--- src/psev_pkg.sv ---
// psev_pkg: shared types, codes and widths for the postfix stack evaluator
// used by the channel interfaces and every module of the block

package psev_pkg;

    // field widths
    localparam int FUNC_W   = 3;
    localparam int DIGIT_W  = 4;
    localparam int VALUE_W  = 32;
    localparam int STATUS_W = 2;

    // default operand stack depth
    localparam int STACK_DEPTH_DEF = 32;

    // token queue between front and back
    localparam int QUEUE_DEPTH = 2;

    // iterative divider, one quotient bit per cycle
    localparam int DIV_STEPS = VALUE_W;
    localparam int DIV_CNT_W = $clog2(DIV_STEPS);

    // token function codes
    localparam logic [FUNC_W-1:0] FUNC_PUSH = 3'd0;
    localparam logic [FUNC_W-1:0] FUNC_ADD  = 3'd1;
    localparam logic [FUNC_W-1:0] FUNC_SUB  = 3'd2;
    localparam logic [FUNC_W-1:0] FUNC_MUL  = 3'd3;
    localparam logic [FUNC_W-1:0] FUNC_DIV  = 3'd4;

    // result status codes
    localparam logic [STATUS_W-1:0] ST_OK       = 2'd0;
    localparam logic [STATUS_W-1:0] ST_DIVZERO  = 2'd1;
    localparam logic [STATUS_W-1:0] ST_OVERFLOW = 2'd2;

    // value for an empty pop and for an errored expression
    localparam logic [VALUE_W-1:0] EMPTY_VALUE = '1;

    // token class decided by the front end
    typedef enum logic [2:0] {
        K_PUSH,
        K_ADD,
        K_SUB,
        K_MUL,
        K_DIV,
        K_NOP
    } t_kind;

    // classified token as it sits in the queue
    typedef struct packed {
        t_kind              kind;
        logic [DIGIT_W-1:0] digit;
        logic               last;
    } t_tok;

    // back end sequencer states
    typedef enum logic [2:0] {
        S_IDLE,
        S_EXEC,
        S_DIV,
        S_PUSH,
        S_FIN
    } t_back_state;

endpackage

--- src/psev_ifs.sv ---
// psev_ifs: valid/ready channel interfaces for tokens and results
// depends on psev_pkg for field widths

interface psev_tok_if import psev_pkg::*; ();
    logic               valid;
    logic               ready;
    logic [FUNC_W-1:0]  func;
    logic [DIGIT_W-1:0] digit;
    logic               last;

    modport source (output valid, output func, output digit, output last, input ready);
    modport sink   (input valid, input func, input digit, input last, output ready);
endinterface

interface psev_res_if import psev_pkg::*; ();
    logic                      valid;
    logic                      ready;
    logic signed [VALUE_W-1:0] value;
    logic [STATUS_W-1:0]       status;

    modport source (output valid, output value, output status, input ready);
    modport sink   (input valid, input value, input status, output ready);
endinterface

--- src/psev_front.sv ---
// psev_front: token intake, classification and the short token queue
// depends on psev_pkg and psev_tok_if

module psev_front import psev_pkg::*; (
    input  logic        i_clk,
    input  logic        i_rst_n,
    psev_tok_if.sink    i_tok,
    output t_tok        o_q_tok,
    output logic        o_q_valid,
    input  logic        i_q_pop
);

    localparam int QPTR_W = $clog2(QUEUE_DEPTH);
    localparam int QCNT_W = $clog2(QUEUE_DEPTH + 1);

    t_tok              r_q [QUEUE_DEPTH];
    logic [QPTR_W-1:0] r_wr_ptr, n_wr_ptr;
    logic [QPTR_W-1:0] r_rd_ptr, n_rd_ptr;
    logic [QCNT_W-1:0] r_fill, n_fill;

    t_kind kind;
    t_tok  tok_in;
    logic  push;
    logic  pop;

    // classify the function code
    always_comb begin
        case (i_tok.func)
            FUNC_PUSH: kind = K_PUSH;
            FUNC_ADD:  kind = K_ADD;
            FUNC_SUB:  kind = K_SUB;
            FUNC_MUL:  kind = K_MUL;
            FUNC_DIV:  kind = K_DIV;
            default:   kind = K_NOP;
        endcase
    end

    assign tok_in.kind  = kind;
    assign tok_in.digit = i_tok.digit;
    assign tok_in.last  = i_tok.last;

    // handshakes on both sides of the queue
    assign i_tok.ready = (r_fill != QCNT_W'(QUEUE_DEPTH));
    assign push        = i_tok.valid && i_tok.ready;
    assign o_q_valid   = (r_fill != '0);
    assign pop         = i_q_pop && o_q_valid;
    assign o_q_tok     = r_q[r_rd_ptr];

    // pointer and fill update
    always_comb begin
        n_wr_ptr = r_wr_ptr;
        n_rd_ptr = r_rd_ptr;
        n_fill   = r_fill;
        if (push) begin
            n_wr_ptr = r_wr_ptr + QPTR_W'(1);
        end
        if (pop) begin
            n_rd_ptr = r_rd_ptr + QPTR_W'(1);
        end
        if (push && !pop) begin
            n_fill = r_fill + QCNT_W'(1);
        end else if (pop && !push) begin
            n_fill = r_fill - QCNT_W'(1);
        end
    end

    always_ff @(posedge i_clk) begin
        if (!i_rst_n) begin
            r_wr_ptr <= '0;
            r_rd_ptr <= '0;
            r_fill   <= '0;
        end else begin
            r_wr_ptr <= n_wr_ptr;
            r_rd_ptr <= n_rd_ptr;
            r_fill   <= n_fill;
        end
    end

    // queue storage
    always_ff @(posedge i_clk) begin
        if (push) begin
            r_q[r_wr_ptr] <= tok_in;
        end
    end

endmodule

--- src/psev_div.sv ---
// psev_div: iterative signed divider, truncating toward zero, one bit per cycle
// depends on psev_pkg

module psev_div import psev_pkg::*; (
    input  logic               i_clk,
    input  logic               i_rst_n,
    input  logic               i_start,
    input  logic [VALUE_W-1:0] i_dividend,
    input  logic [VALUE_W-1:0] i_divisor,
    output logic               o_done,
    output logic [VALUE_W-1:0] o_quotient
);

    logic                 r_busy, n_busy;
    logic                 r_done, n_done;
    logic [DIV_CNT_W-1:0] r_cnt, n_cnt;
    logic [VALUE_W:0]     r_rem, n_rem;
    logic [VALUE_W-1:0]   r_quo, n_quo;
    logic [VALUE_W-1:0]   r_dvs, n_dvs;
    logic                 r_neg, n_neg;

    logic [VALUE_W:0]     rem_sh;
    logic [VALUE_W:0]     diff;

    // restoring step on magnitudes
    assign rem_sh = {r_rem[VALUE_W-1:0], r_quo[VALUE_W-1]};
    assign diff   = rem_sh - {1'b0, r_dvs};

    always_comb begin
        n_busy = r_busy;
        n_done = 1'b0;
        n_cnt  = r_cnt;
        n_rem  = r_rem;
        n_quo  = r_quo;
        n_dvs  = r_dvs;
        n_neg  = r_neg;
        if (i_start) begin
            n_busy = 1'b1;
            n_cnt  = '0;
            n_rem  = '0;
            n_quo  = i_dividend[VALUE_W-1] ? (VALUE_W'(0) - i_dividend) : i_dividend;
            n_dvs  = i_divisor[VALUE_W-1] ? (VALUE_W'(0) - i_divisor) : i_divisor;
            n_neg  = i_dividend[VALUE_W-1] ^ i_divisor[VALUE_W-1];
        end else if (r_busy) begin
            if (!diff[VALUE_W]) begin
                n_rem = diff;
                n_quo = {r_quo[VALUE_W-2:0], 1'b1};
            end else begin
                n_rem = rem_sh;
                n_quo = {r_quo[VALUE_W-2:0], 1'b0};
            end
            n_cnt = r_cnt + DIV_CNT_W'(1);
            if (r_cnt == DIV_CNT_W'(DIV_STEPS - 1)) begin
                n_busy = 1'b0;
                n_done = 1'b1;
            end
        end
    end

    always_ff @(posedge i_clk) begin
        if (!i_rst_n) begin
            r_busy <= 1'b0;
            r_done <= 1'b0;
        end else begin
            r_busy <= n_busy;
            r_done <= n_done;
        end
    end

    always_ff @(posedge i_clk) begin
        r_cnt <= n_cnt;
        r_rem <= n_rem;
        r_quo <= n_quo;
        r_dvs <= n_dvs;
        r_neg <= n_neg;
    end

    // sign fix-up; the most negative over minus one wraps by itself
    assign o_done     = r_done;
    assign o_quotient = r_neg ? (VALUE_W'(0) - r_quo) : r_quo;

endmodule

--- src/psev_back.sv ---
// psev_back: operand stack memory, token sequencer and result register
// depends on psev_pkg and psev_res_if; drives psev_div

module psev_back import psev_pkg::*; #(
    parameter int STACK_DEPTH = STACK_DEPTH_DEF
) (
    input  logic               i_clk,
    input  logic               i_rst_n,
    input  t_tok               i_q_tok,
    input  logic               i_q_valid,
    output logic               o_q_pop,
    output logic               o_div_start,
    output logic [VALUE_W-1:0] o_div_dividend,
    output logic [VALUE_W-1:0] o_div_divisor,
    input  logic               i_div_done,
    input  logic [VALUE_W-1:0] i_div_quotient,
    psev_res_if.source         o_res
);

    localparam int AW = $clog2(STACK_DEPTH);
    localparam int CW = $clog2(STACK_DEPTH + 1);
    localparam logic [CW-1:0] DEPTH_C = CW'(STACK_DEPTH);

    // operand stack
    logic [VALUE_W-1:0] r_stack [STACK_DEPTH];
    logic [VALUE_W-1:0] r_rd_a, r_rd_b;

    t_back_state         r_state, n_state;
    logic [CW-1:0]       r_count, n_count;
    logic [STATUS_W-1:0] r_err, n_err;
    t_tok                r_tok, n_tok;
    logic [VALUE_W-1:0]  r_res, n_res;
    logic                r_use_res, n_use_res;
    logic                r_out_valid, n_out_valid;
    logic [VALUE_W-1:0]  r_out_value, n_out_value;
    logic [STATUS_W-1:0] r_out_status, n_out_status;

    logic               rd_en;
    logic               we;
    logic [AW-1:0]      waddr;
    logic [VALUE_W-1:0] wdata;
    logic [CW-1:0]      cnt_m1, cnt_m2;
    logic [VALUE_W-1:0] op_a, op_b;
    logic               out_free;

    assign cnt_m1   = r_count - CW'(1);
    assign cnt_m2   = r_count - CW'(2);
    assign out_free = !r_out_valid || o_res.ready;

    // operands of the registered reads, an empty slot reads as all ones
    assign op_b = (r_count >= CW'(1)) ? r_rd_b : EMPTY_VALUE;
    assign op_a = (r_count >= CW'(2)) ? r_rd_a : EMPTY_VALUE;

    assign o_div_dividend = op_a;
    assign o_div_divisor  = op_b;

    // sequencer next state and datapath control
    always_comb begin
        n_state      = r_state;
        n_count      = r_count;
        n_err        = r_err;
        n_tok        = r_tok;
        n_res        = r_res;
        n_use_res    = r_use_res;
        n_out_valid  = r_out_valid;
        n_out_value  = r_out_value;
        n_out_status = r_out_status;
        o_q_pop      = 1'b0;
        o_div_start  = 1'b0;
        rd_en        = 1'b0;
        we           = 1'b0;
        waddr        = r_count[AW-1:0];
        wdata        = r_res;

        // result taken downstream
        if (r_out_valid && o_res.ready) begin
            n_out_valid = 1'b0;
        end

        case (r_state)
            S_IDLE: begin
                o_q_pop = i_q_valid;
                if (i_q_valid) begin
                    n_tok     = i_q_tok;
                    rd_en     = 1'b1;
                    n_use_res = 1'b0;
                    n_state   = i_q_tok.last ? S_FIN : S_IDLE;
                    if (r_err == ST_OK) begin
                        case (i_q_tok.kind)
                            K_PUSH: begin
                                if (r_count == DEPTH_C) begin
                                    n_err = ST_OVERFLOW;
                                end else begin
                                    we        = 1'b1;
                                    wdata     = {{(VALUE_W-DIGIT_W){1'b0}}, i_q_tok.digit};
                                    n_count   = r_count + CW'(1);
                                    n_res     = wdata;
                                    n_use_res = 1'b1;
                                end
                            end
                            K_ADD, K_SUB, K_MUL, K_DIV: begin
                                n_state = S_EXEC;
                            end
                            default: begin
                            end
                        endcase
                    end
                end
            end

            S_EXEC: begin
                n_count = (r_count >= CW'(2)) ? cnt_m2 : '0;
                n_state = S_PUSH;
                case (r_tok.kind)
                    K_ADD:   n_res = op_a + op_b;
                    K_SUB:   n_res = op_a - op_b;
                    K_MUL:   n_res = op_a * op_b;
                    K_DIV: begin
                        if (op_b == '0) begin
                            n_err   = ST_DIVZERO;
                            n_state = r_tok.last ? S_FIN : S_IDLE;
                        end else begin
                            o_div_start = 1'b1;
                            n_state     = S_DIV;
                        end
                    end
                    default: n_state = S_IDLE;
                endcase
            end

            S_DIV: begin
                if (i_div_done) begin
                    n_res   = i_div_quotient;
                    n_state = S_PUSH;
                end
            end

            S_PUSH: begin
                // never full here: the operator step left at most depth minus two entries
                we        = 1'b1;
                n_count   = r_count + CW'(1);
                n_use_res = 1'b1;
                n_state   = r_tok.last ? S_FIN : S_IDLE;
            end

            S_FIN: begin
                if (out_free) begin
                    n_out_valid = 1'b1;
                    if (r_err != ST_OK) begin
                        n_out_value  = EMPTY_VALUE;
                        n_out_status = r_err;
                    end else begin
                        n_out_status = ST_OK;
                        if (r_use_res) begin
                            n_out_value = r_res;
                        end else if (r_count != '0) begin
                            n_out_value = r_rd_b;
                        end else begin
                            n_out_value = EMPTY_VALUE;
                        end
                    end
                    n_count = '0;
                    n_err   = ST_OK;
                    n_state = S_IDLE;
                end
            end

            default: n_state = S_IDLE;
        endcase
    end

    // control registers
    always_ff @(posedge i_clk) begin
        if (!i_rst_n) begin
            r_state     <= S_IDLE;
            r_count     <= '0;
            r_err       <= ST_OK;
            r_out_valid <= 1'b0;
        end else begin
            r_state     <= n_state;
            r_count     <= n_count;
            r_err       <= n_err;
            r_out_valid <= n_out_valid;
        end
    end

    // payload registers
    always_ff @(posedge i_clk) begin
        r_tok        <= n_tok;
        r_res        <= n_res;
        r_use_res    <= n_use_res;
        r_out_value  <= n_out_value;
        r_out_status <= n_out_status;
    end

    // stack memory: one write port, two registered read ports
    always_ff @(posedge i_clk) begin
        if (we) begin
            r_stack[waddr] <= wdata;
        end
        if (rd_en) begin
            r_rd_b <= r_stack[cnt_m1[AW-1:0]];
            r_rd_a <= r_stack[cnt_m2[AW-1:0]];
        end
    end

    assign o_res.valid  = r_out_valid;
    assign o_res.value  = r_out_value;
    assign o_res.status = r_out_status;

endmodule

--- src/postfix_stack_evaluator.sv ---
// postfix_stack_evaluator: top level, front end, token queue, back end, divider
// depends on psev_pkg, psev_ifs, psev_front, psev_back, psev_div
//
//   channel   dir  width (payload)                  handshake
//   i_tok     in   func 3, digit 4, last 1          valid/ready
//   o_res     out  value 32 signed, status 2        valid/ready
//
// the front end takes a token per cycle while its two-entry queue has room
// back end: a push or no-op token is taken in the idle state; add/sub/mul go through read,
// compute and write steps on the single-write stack memory; divide waits on the 32-step divider
// a last token adds a final step that loads the result register
// reset is synchronous, active low; the stack memory needs no clearing pass
// a stalled result holds the back end in its final step; the queue keeps filling

module postfix_stack_evaluator import psev_pkg::*; #(
    parameter int STACK_DEPTH = STACK_DEPTH_DEF
) (
    input  logic        i_clk,
    input  logic        i_rst_n,
    psev_tok_if.sink    i_tok,
    psev_res_if.source  o_res
);

    t_tok               q_tok;
    logic               q_valid;
    logic               q_pop;
    logic               div_start;
    logic [VALUE_W-1:0] div_dividend;
    logic [VALUE_W-1:0] div_divisor;
    logic               div_done;
    logic [VALUE_W-1:0] div_quotient;

    // token intake and queue
    psev_front u_front (
        .i_clk     (i_clk),
        .i_rst_n   (i_rst_n),
        .i_tok     (i_tok),
        .o_q_tok   (q_tok),
        .o_q_valid (q_valid),
        .i_q_pop   (q_pop)
    );

    // stack execution
    psev_back #(
        .STACK_DEPTH (STACK_DEPTH)
    ) u_back (
        .i_clk          (i_clk),
        .i_rst_n        (i_rst_n),
        .i_q_tok        (q_tok),
        .i_q_valid      (q_valid),
        .o_q_pop        (q_pop),
        .o_div_start    (div_start),
        .o_div_dividend (div_dividend),
        .o_div_divisor  (div_divisor),
        .i_div_done     (div_done),
        .i_div_quotient (div_quotient),
        .o_res          (o_res)
    );

    // iterative divider
    psev_div u_div (
        .i_clk      (i_clk),
        .i_rst_n    (i_rst_n),
        .i_start    (div_start),
        .i_dividend (div_dividend),
        .i_divisor  (div_divisor),
        .o_done     (div_done),
        .o_quotient (div_quotient)
    );

endmodule
--- src/flat_wrapper.sv ---
// flat-port wrapper written by rule: the top's interface ports become plain ports
module postfix_stack_evaluator_flat import psev_pkg::*;
#(
    parameter int STACK_DEPTH = STACK_DEPTH_DEF
)
  (i_clk, i_rst_n, i_tok_valid, i_tok_func, i_tok_digit, i_tok_last, i_tok_ready, o_res_valid, o_res_value, o_res_status, o_res_ready);
  psev_tok_if i_tok_i ();
  psev_res_if o_res_i ();
  input  logic i_clk;
  input  logic i_rst_n;
  input wire logic [$bits(i_tok_i.valid)-1:0] i_tok_valid;
  input wire logic [$bits(i_tok_i.func)-1:0] i_tok_func;
  input wire logic [$bits(i_tok_i.digit)-1:0] i_tok_digit;
  input wire logic [$bits(i_tok_i.last)-1:0] i_tok_last;
  output wire logic [$bits(i_tok_i.ready)-1:0] i_tok_ready;
  output wire logic [$bits(o_res_i.valid)-1:0] o_res_valid;
  output wire logic [$bits(o_res_i.value)-1:0] o_res_value;
  output wire logic [$bits(o_res_i.status)-1:0] o_res_status;
  input wire logic [$bits(o_res_i.ready)-1:0] o_res_ready;
  assign i_tok_i.valid = i_tok_valid;
  assign i_tok_i.func = i_tok_func;
  assign i_tok_i.digit = i_tok_digit;
  assign i_tok_i.last = i_tok_last;
  assign i_tok_ready = i_tok_i.ready;
  assign o_res_valid = o_res_i.valid;
  assign o_res_value = o_res_i.value;
  assign o_res_status = o_res_i.status;
  assign o_res_i.ready = o_res_ready;
  postfix_stack_evaluator #(.STACK_DEPTH(STACK_DEPTH)) u_core (.i_clk(i_clk), .i_rst_n(i_rst_n), .i_tok(i_tok_i), .o_res(o_res_i));
endmodule
--- config.mk ---
export PLATFORM = sky130hd
export DESIGN_NAME = postfix_stack_evaluator_flat
export DESIGN_NICKNAME = d
export VERILOG_FILES = /design/src/psev_pkg.sv /design/src/psev_ifs.sv /design/src/psev_front.sv /design/src/psev_div.sv /design/src/psev_back.sv /design/src/postfix_stack_evaluator.sv /design/src/flat_wrapper.sv
export SDC_FILE = /design/constraint.sdc
export NUM_CORES = 2
export LEC_CHECK = 0
export BUFFER_PORTS_ARGS = -buffer_cell sky130_fd_sc_hd__buf_2
export CORE_MARGIN = 2
export CORE_UTILIZATION = 30
export CTS_CLUSTER_SIZE = 30
export DETAILED_ROUTE_END_ITERATION = 12
export HOLD_SLACK_MARGIN = 0.08
export PLACE_DENSITY = 0.42
export RECOVER_POWER = 100
export SYNTH_ARGS = -nofsm -noshare
export SYNTH_HDL_FRONTEND = slang
export SYNTH_SLANG_ARGS = --single-unit
--- constraint.sdc ---
create_clock -name i_clk -period 11.15 [get_ports i_clk]
set_input_delay 2.23 -clock i_clk [delete_from_list [all_inputs] [get_ports i_clk]]
set_output_delay 2.23 -clock i_clk [all_outputs]
set_load 0.02 [all_outputs]
After elaboration in Yosys (flattened, before gate mapping)
Memories as Yosys holds them, arrays and structs flattened. A register that Yosys moved wholly into a read port is not among the register bits.
Index checks and enable logic that the tools add are counted.
{ "classes": {"n_addsub": 14, "n_mul": 1, "magnitude_cmp": 2, "eq_ne": 29, "muxes": 73, "bitwise": 3, "n_reduce_logical": 33} }
{ "op_table": {"columns": ["cell", "count"], "rows": [
  ["32-bit 2-to-1 mux", 15],
  ["32-bit case mux with 3 select lines", 2],
  ["1-bit by 32-bit subtractor with 32-bit output (first input constant)", 3],
  ["6-bit 2-to-1 mux", 6],
  ["33-bit by 32-bit subtractor with 33-bit output", 1],
  ["32-bit adder", 1],
  ["32-bit zero test", 1],
  ["32-bit by 32-bit multiplier with 32-bit output", 1],
  ["32-bit subtractor", 1],
  ["31-bit 2-to-1 mux", 1],
  ["3-bit case mux with 5 select lines", 2],
  ["1-bit 2-to-1 mux", 25],
  ["3-bit by 2-bit == test with 1-bit output (second input constant)", 8],
  ["3-bit 2-to-1 mux", 8],
  ["6-bit case mux with 4 select lines", 1],
  ["2-bit 2-to-1 mux", 9],
  ["2-bit != test (second input constant)", 9],
  ["3-bit by 1-bit == test with 1-bit output (second input constant)", 4],
  ["3-bit == test (second input constant)", 4],
  ["2-bit nonzero test", 5],
  ["3-bit zero test", 3],
  ["8-bit AND reduction", 1],
  ["6-bit by 1-bit adder with 6-bit output (second input constant)", 1],
  ["6-bit == test (second input constant)", 1],
  ["other kinds (28)", 42]
]} }
{ "totals": {"register_bits": 191, "mem_bits_rw": 1040, "output_inout_bits": 36, "word_cells": 178, "mem_count": 2} }
{ "mem_list": {"columns": ["name", "words", "word_bits", "rd", "rd_ports_with_merged_regs", "wr", "line", "source"], "rows": [
  ["u_core.u_back.r_stack", 32, 32, 2, 2, 1, "psev_back.sv:25", "logic [VALUE_W-1:0] r_stack [STACK_DEPTH];"],
  ["u_core.u_front.r_q", 2, 8, 1, 1, 1, "psev_front.sv:16", "t_tok r_q [QUEUE_DEPTH];"]
]} }

Logic depth before layout (Yosys ltp)
{ "depth": {"depth_word": 8, "depth_mapped": 39, "depth_no_buf": 32} }

Hierarchy
From an unflattened synthesis, not the netlist that was laid out.
{ "unflattened": {"hier_cells": 5500, "hier_area_um2": 79351.1} }
{ "modules_own_cells": {"columns": ["module", "n_inst", "cells_per_inst", "area_each_um2", "seq_area_each_um2"], "rows": [
  ["psev_back", 1, 4588, 70831.7, 35043.6],
  ["psev_div", 1, 859, 7692.4, 2732.6],
  ["psev_front", 1, 53, 827.0, 580.6]
]} }

Least setup slack after synthesis
No wires, ideal clock.
{ "synth_path": {"kind": "reg-to-reg", "start": "register u_core.u_front.r_fill[0]", "end": "memory u_core.u_back.r_stack[0][0], data pin", "setup_ns": 0.454, "arrival_time_ns": 10.093, "required_ns": 10.696, "slack_ns": 0.603, "stages_incl_launch_ff": 7, "n_path_buf": 2, "period_less_slack_ns": 10.547, "path_cell_list": "dfxtp_1 clkbuf_1 nor2_1 nor4_1 nand2_1 clkbuf_1 o21ai_0"} }
{ "synth_between": {"elab_chain_len": 3} }
{ "synth_rtl": {"columns": ["element", "line", "source"], "rows": [
  ["start, declared", "psev_front.sv:19", "logic [QCNT_W-1:0] r_fill, n_fill;"],
  ["start signal, assigned", "psev_front.sv:75", "r_fill <= n_fill;"],
  ["2-bit nonzero test", "psev_front.sv:45", "assign o_q_valid = (r_fill != '0);"],
  ["32-bit 2-to-1 mux", "psev_back.sv:83", "if (i_q_valid) begin"],
  ["32-bit 2-to-1 mux", "psev_back.sv:80", "case (r_state)"],
  ["net u_core.u_back.wdata[0]", "psev_back.sv:41", "logic [VALUE_W-1:0] wdata;"],
  ["end, declared", "psev_back.sv:25", null]
]} }
The timed path passes the listed nets, and every way through them passes these cells.

Worst setup path in the final report
{ "layout_path": {"start": "register u_core.u_back.r_count[0]", "end": "register u_core.u_back.r_res[28], data pin"} }
{ "layout_between": {"elab_chain_len": 6} }
{ "layout_rtl": {"columns": ["element", "line", "source"], "rows": [
  ["start, declared", "psev_back.sv:29", "logic [CW-1:0] r_count, n_count;"],
  ["start signal, assigned", "psev_back.sv:181", "r_count <= n_count;"],
  ["parallel branches: the longest is 5 deep, another holds 32-bit by 32-bit multiplier with 32-bit output", null, null],
  ["32-bit case mux with 3 select lines *", "psev_back.sv:80", null],
  ["net u_core.u_back.n_res[28]", "psev_back.sv:32", "logic [VALUE_W-1:0] r_res, n_res;"],
  ["end signal, assigned", "psev_back.sv:190", "r_res <= n_res;"],
  ["end, declared", "psev_back.sv:32", null]
]} }
Mark *: on every way through the listed nets, which the timed path passes.
A chain may end at the register's enable or synchronous reset.

==> impl_metrics.ini <==
[outcome]
status = finished with violations
violations = max-capacitance violations, max-slew violations

[setup_path]
worstSetupEndpointType = flop
crit_top_cell = fa_1
setup.worst_path.start = u_core.u_back.r_count[0]
ff2ff_path_depth = 27
start_kind = flop
critical_path_class = flop to flop
max_stage_delay_ns = 1.15
r2r_end = u_core.u_back.r_res[28]
slowest_stage = clkbuf_1
arrival_ns = 11.33
path_buf_inv = 4
rrSetupSlack_ns = 0.34
crit_path_max_fanout = 22
r2r_start = u_core.u_back.r_count[0]
critPathTopFamily = adder cells
worst_ep_required_time_ns = 11.67
cp.depth = 27

[floorplan]
die_w_um = 518
coreArea_mm2 = 0.263
ios = 48
dieArea_mm2 = 0.268
row_count = 188
start_util_pct = 30.2
die_h_um = 518

[cts]
clock-sinks = 1296
cts_buffers = 154
root_buffer = clkbuf_16
post_cts_buffers = 0
clockBufferDepth = 3
postCtsHoldBufs = 0
cts_tree = done
htree_levels = 4
cts_resized = 0
clk_pin_slew_ns = 0.06
clkLatencyLatePin_ns = 0.81

[sta]
finalHoldViolCount = 0
tightest_slew_ns = 4.43
fin_worst_skew_ns = 0.0454
slew_violations = 2322
setup_viol = 0
rsz0062_at_grt = false
relSlewSlack_pct = -196
period_share_pct = 96.9
period_minus_slack_ns = 10.81
fmax_mhz = 92.5
tns_ns = 0

[detailed_routing]
wl_met3_um = 15700
m1WireLength_um = 119000
antenna_left = 0
wl_per_cell_um = 30.5
drcViolationCount = 0
num_vias = 49800
totalWireLength_um = 282000
wl_met2_um = 136000
highest_layer = met5
drt-vias-per-instance = 5.40
drtIter0Drc = 4733
firstDrtPassIters = 6

[worst_hold_path]
hold_start = u_core.u_div.r_cnt[4]
hp-class = flop to flop
whs_endpoint = u_core.u_div.r_cnt[4]
min_path_cells = 2

[synth]
syn_area_per_cell_um2 = 14.3
syn_area_mm2 = 0.0792
synth_seq_cells = 1296
synthFlopType = edfxtp_1
synth_cells = 5538
yosysWarningCount = 0
async_reset_ff_share_pct = 0
synth_cell_types = 89
syn-num-nets = 6161
synth_edf_count = 1240
yosysSeqAreaShare_pct = 48.4

[grt]
grt_overflow = 0
grt_pass1_wl_um = 398000
grt_max_degree = 132
grt_pass1_vias = 51400
antenna_found_initial = 25
track_usage_pct = 20.7

[cells_and_area]
layout-drive-gt1-share_pct = 19.0
final_area_mm2 = 0.0889
syn2layout_area_growth_pct = 12.2
fin_nets = 6205

[place]
dp_hpwl_um = 180000
gp_congestion = 0.922
port_buffers = 47
dpl_cell_area_mm2 = 0.0843

[flow_run]
maxCapViolations = 69
## layout by cell type (no fill, tap or decap), types with 42 or more instances in the layout
cell type  instances
mux2_1            50
xor2_1            69
buf_4            114
nand2_1          345
nand2b_1          48
clkbuf_16        154
dfxtp_1           53
clkbuf_1         123
edfxtp_1        1240
xnor2_1          168
o21ai_0          212
inv_1            467
fa_1             410
mux4_2           640
nor2_1           503
ha_1             199
a21oi_1          153
nor3_1            42
## cell usage after synthesis, drive strengths merged (6+ instances only)
cell type | instances | share of area [%]
clkinv | 8 | 0.038
o21ai | 215 | 1.4
nand4b | 6 | 0.074
fa | 410 | 10
nor3 | 44 | 0.28
o22ai | 40 | 0.32
a22oi | 23 | 0.22
inv | 475 | 2.3
o31ai | 36 | 0.35
a21o | 40 | 0.38
o21a | 19 | 0.18
nor4 | 13 | 0.16
mux2i | 33 | 0.42
edfxtp | 1240 | 47
nor3b | 11 | 0.11
a21oi | 160 | 1.0
nand2 | 347 | 1.6
o221ai | 7 | 0.077
or4 | 11 | 0.11
mux4 | 640 | 18
buf | 82 | 0.50
dfxtp | 56 | 1.4
and3 | 9 | 0.071
nand2b | 48 | 0.38
nor2b | 26 | 0.21
a211oi | 14 | 0.15
and2 | 39 | 0.31
o21bai | 13 | 0.12
a31oi | 20 | 0.16
clkbuf | 254 | 1.2
nand4 | 17 | 0.15
o211ai | 10 | 0.095
ha | 201 | 3.2
xor2 | 71 | 0.79
mux2 | 70 | 1.0
xnor2 | 170 | 1.9
nor2 | 530 | 2.5
nand3 | 23 | 0.15
or3 | 31 | 0.26
## layout make-up
type                       instances  area (um^2)
sequential                      1296        38400
timing repair buffer             224         1360
fill                           25700       174000
clock inverter                    92         1020
clock buffer                     186         3990
inverter                         483         1810
tap                             3515         4400
antenna                            2         5.00
multi-input combinational       3423        37900
## how the worst max path moves through the flow
stage	slack, ns	end
after floorplan	0.60	u_core.u_back.r_stack[0][0]
after global placement	0.63	u_core.u_back.r_res[28]
after detailed placement	0.68	u_core.u_back.r_res[28]
after CTS	0.65	u_core.u_back.r_res[28]
after global routing	0.04	u_core.u_back.r_res[28]
final	0.34	u_core.u_back.r_res[28]
## through the flow
| step | hold slack (ns) | cells | setup WS [ns] | util (%) |
|---|---|---|---|---|
| after floorplan | 0.467 | 5538 | 0.603 | - |
| after global placement | 0.480 | 8940 | 0.629 | 32.1 |
| after detailed placement | 0.499 | 8941 | 0.679 | 32.1 |
| after CTS | 0.513 | 9219 | 0.653 | 34.0 |
| after global routing | 0.540 | 9219 | 0.0394 | 33.9 |
| final | 0.507 | 9221 | 0.342 | 33.9 |
## sequential cells by signal (all words and copies together), names as in the netlist, 2 cells and up, named ones only
signal                      cells
u_core.u_back.o_res.status      2
u_core.u_back.o_res.value      32
u_core.u_back.r_count           6
u_core.u_back.r_err             2
u_core.u_back.r_rd_a           32
u_core.u_back.r_rd_b           32
u_core.u_back.r_res            32
u_core.u_back.r_stack        1024
u_core.u_back.r_state           3
u_core.u_back.r_tok             4
u_core.u_div.r_cnt              5
u_core.u_div.r_dvs             32
u_core.u_div.r_quo             32
u_core.u_div.r_rem             32
u_core.u_front.r_fill           2
u_core.u_front.r_q             16
## metal layers
layer / global-route usage [%] / vias up
met5: 0 / -
li1: - / 20700
met3: 2.66 / 442
met2: 34.7 / 1709
met1: 27.8 / 26900
met4: 6.97 / 4
## cells by family (layout without fill, tap and decap cells)
logic type / count (synthesis) / in the layout / share of synthesized area, %
simple gates: 1176 / 1176 / 6.63
xor+xnor: 245 / 245 / 2.78
flops: 1296 / 1296 / 48.4
other cells: 0 / 2 / 0
fa+ha+maj: 611 / 611 / 13.5
buf+inv: 819 / 985 / 4.00
compound gates: 648 / 648 / 5.00
mux: 743 / 743 / 19.6
## tightest hold or removal path, delay by kind of cell, from the launching register on
kind	cells	cell delay, ns
AND/OR/NAND/NOR	1	0.07
multiplexers	1	0.07
flip-flops	1	0.33
Power is left out: the tool's default activity adds up to more than one toggle a clock period on the data nets, which glitch-free logic cannot reach.
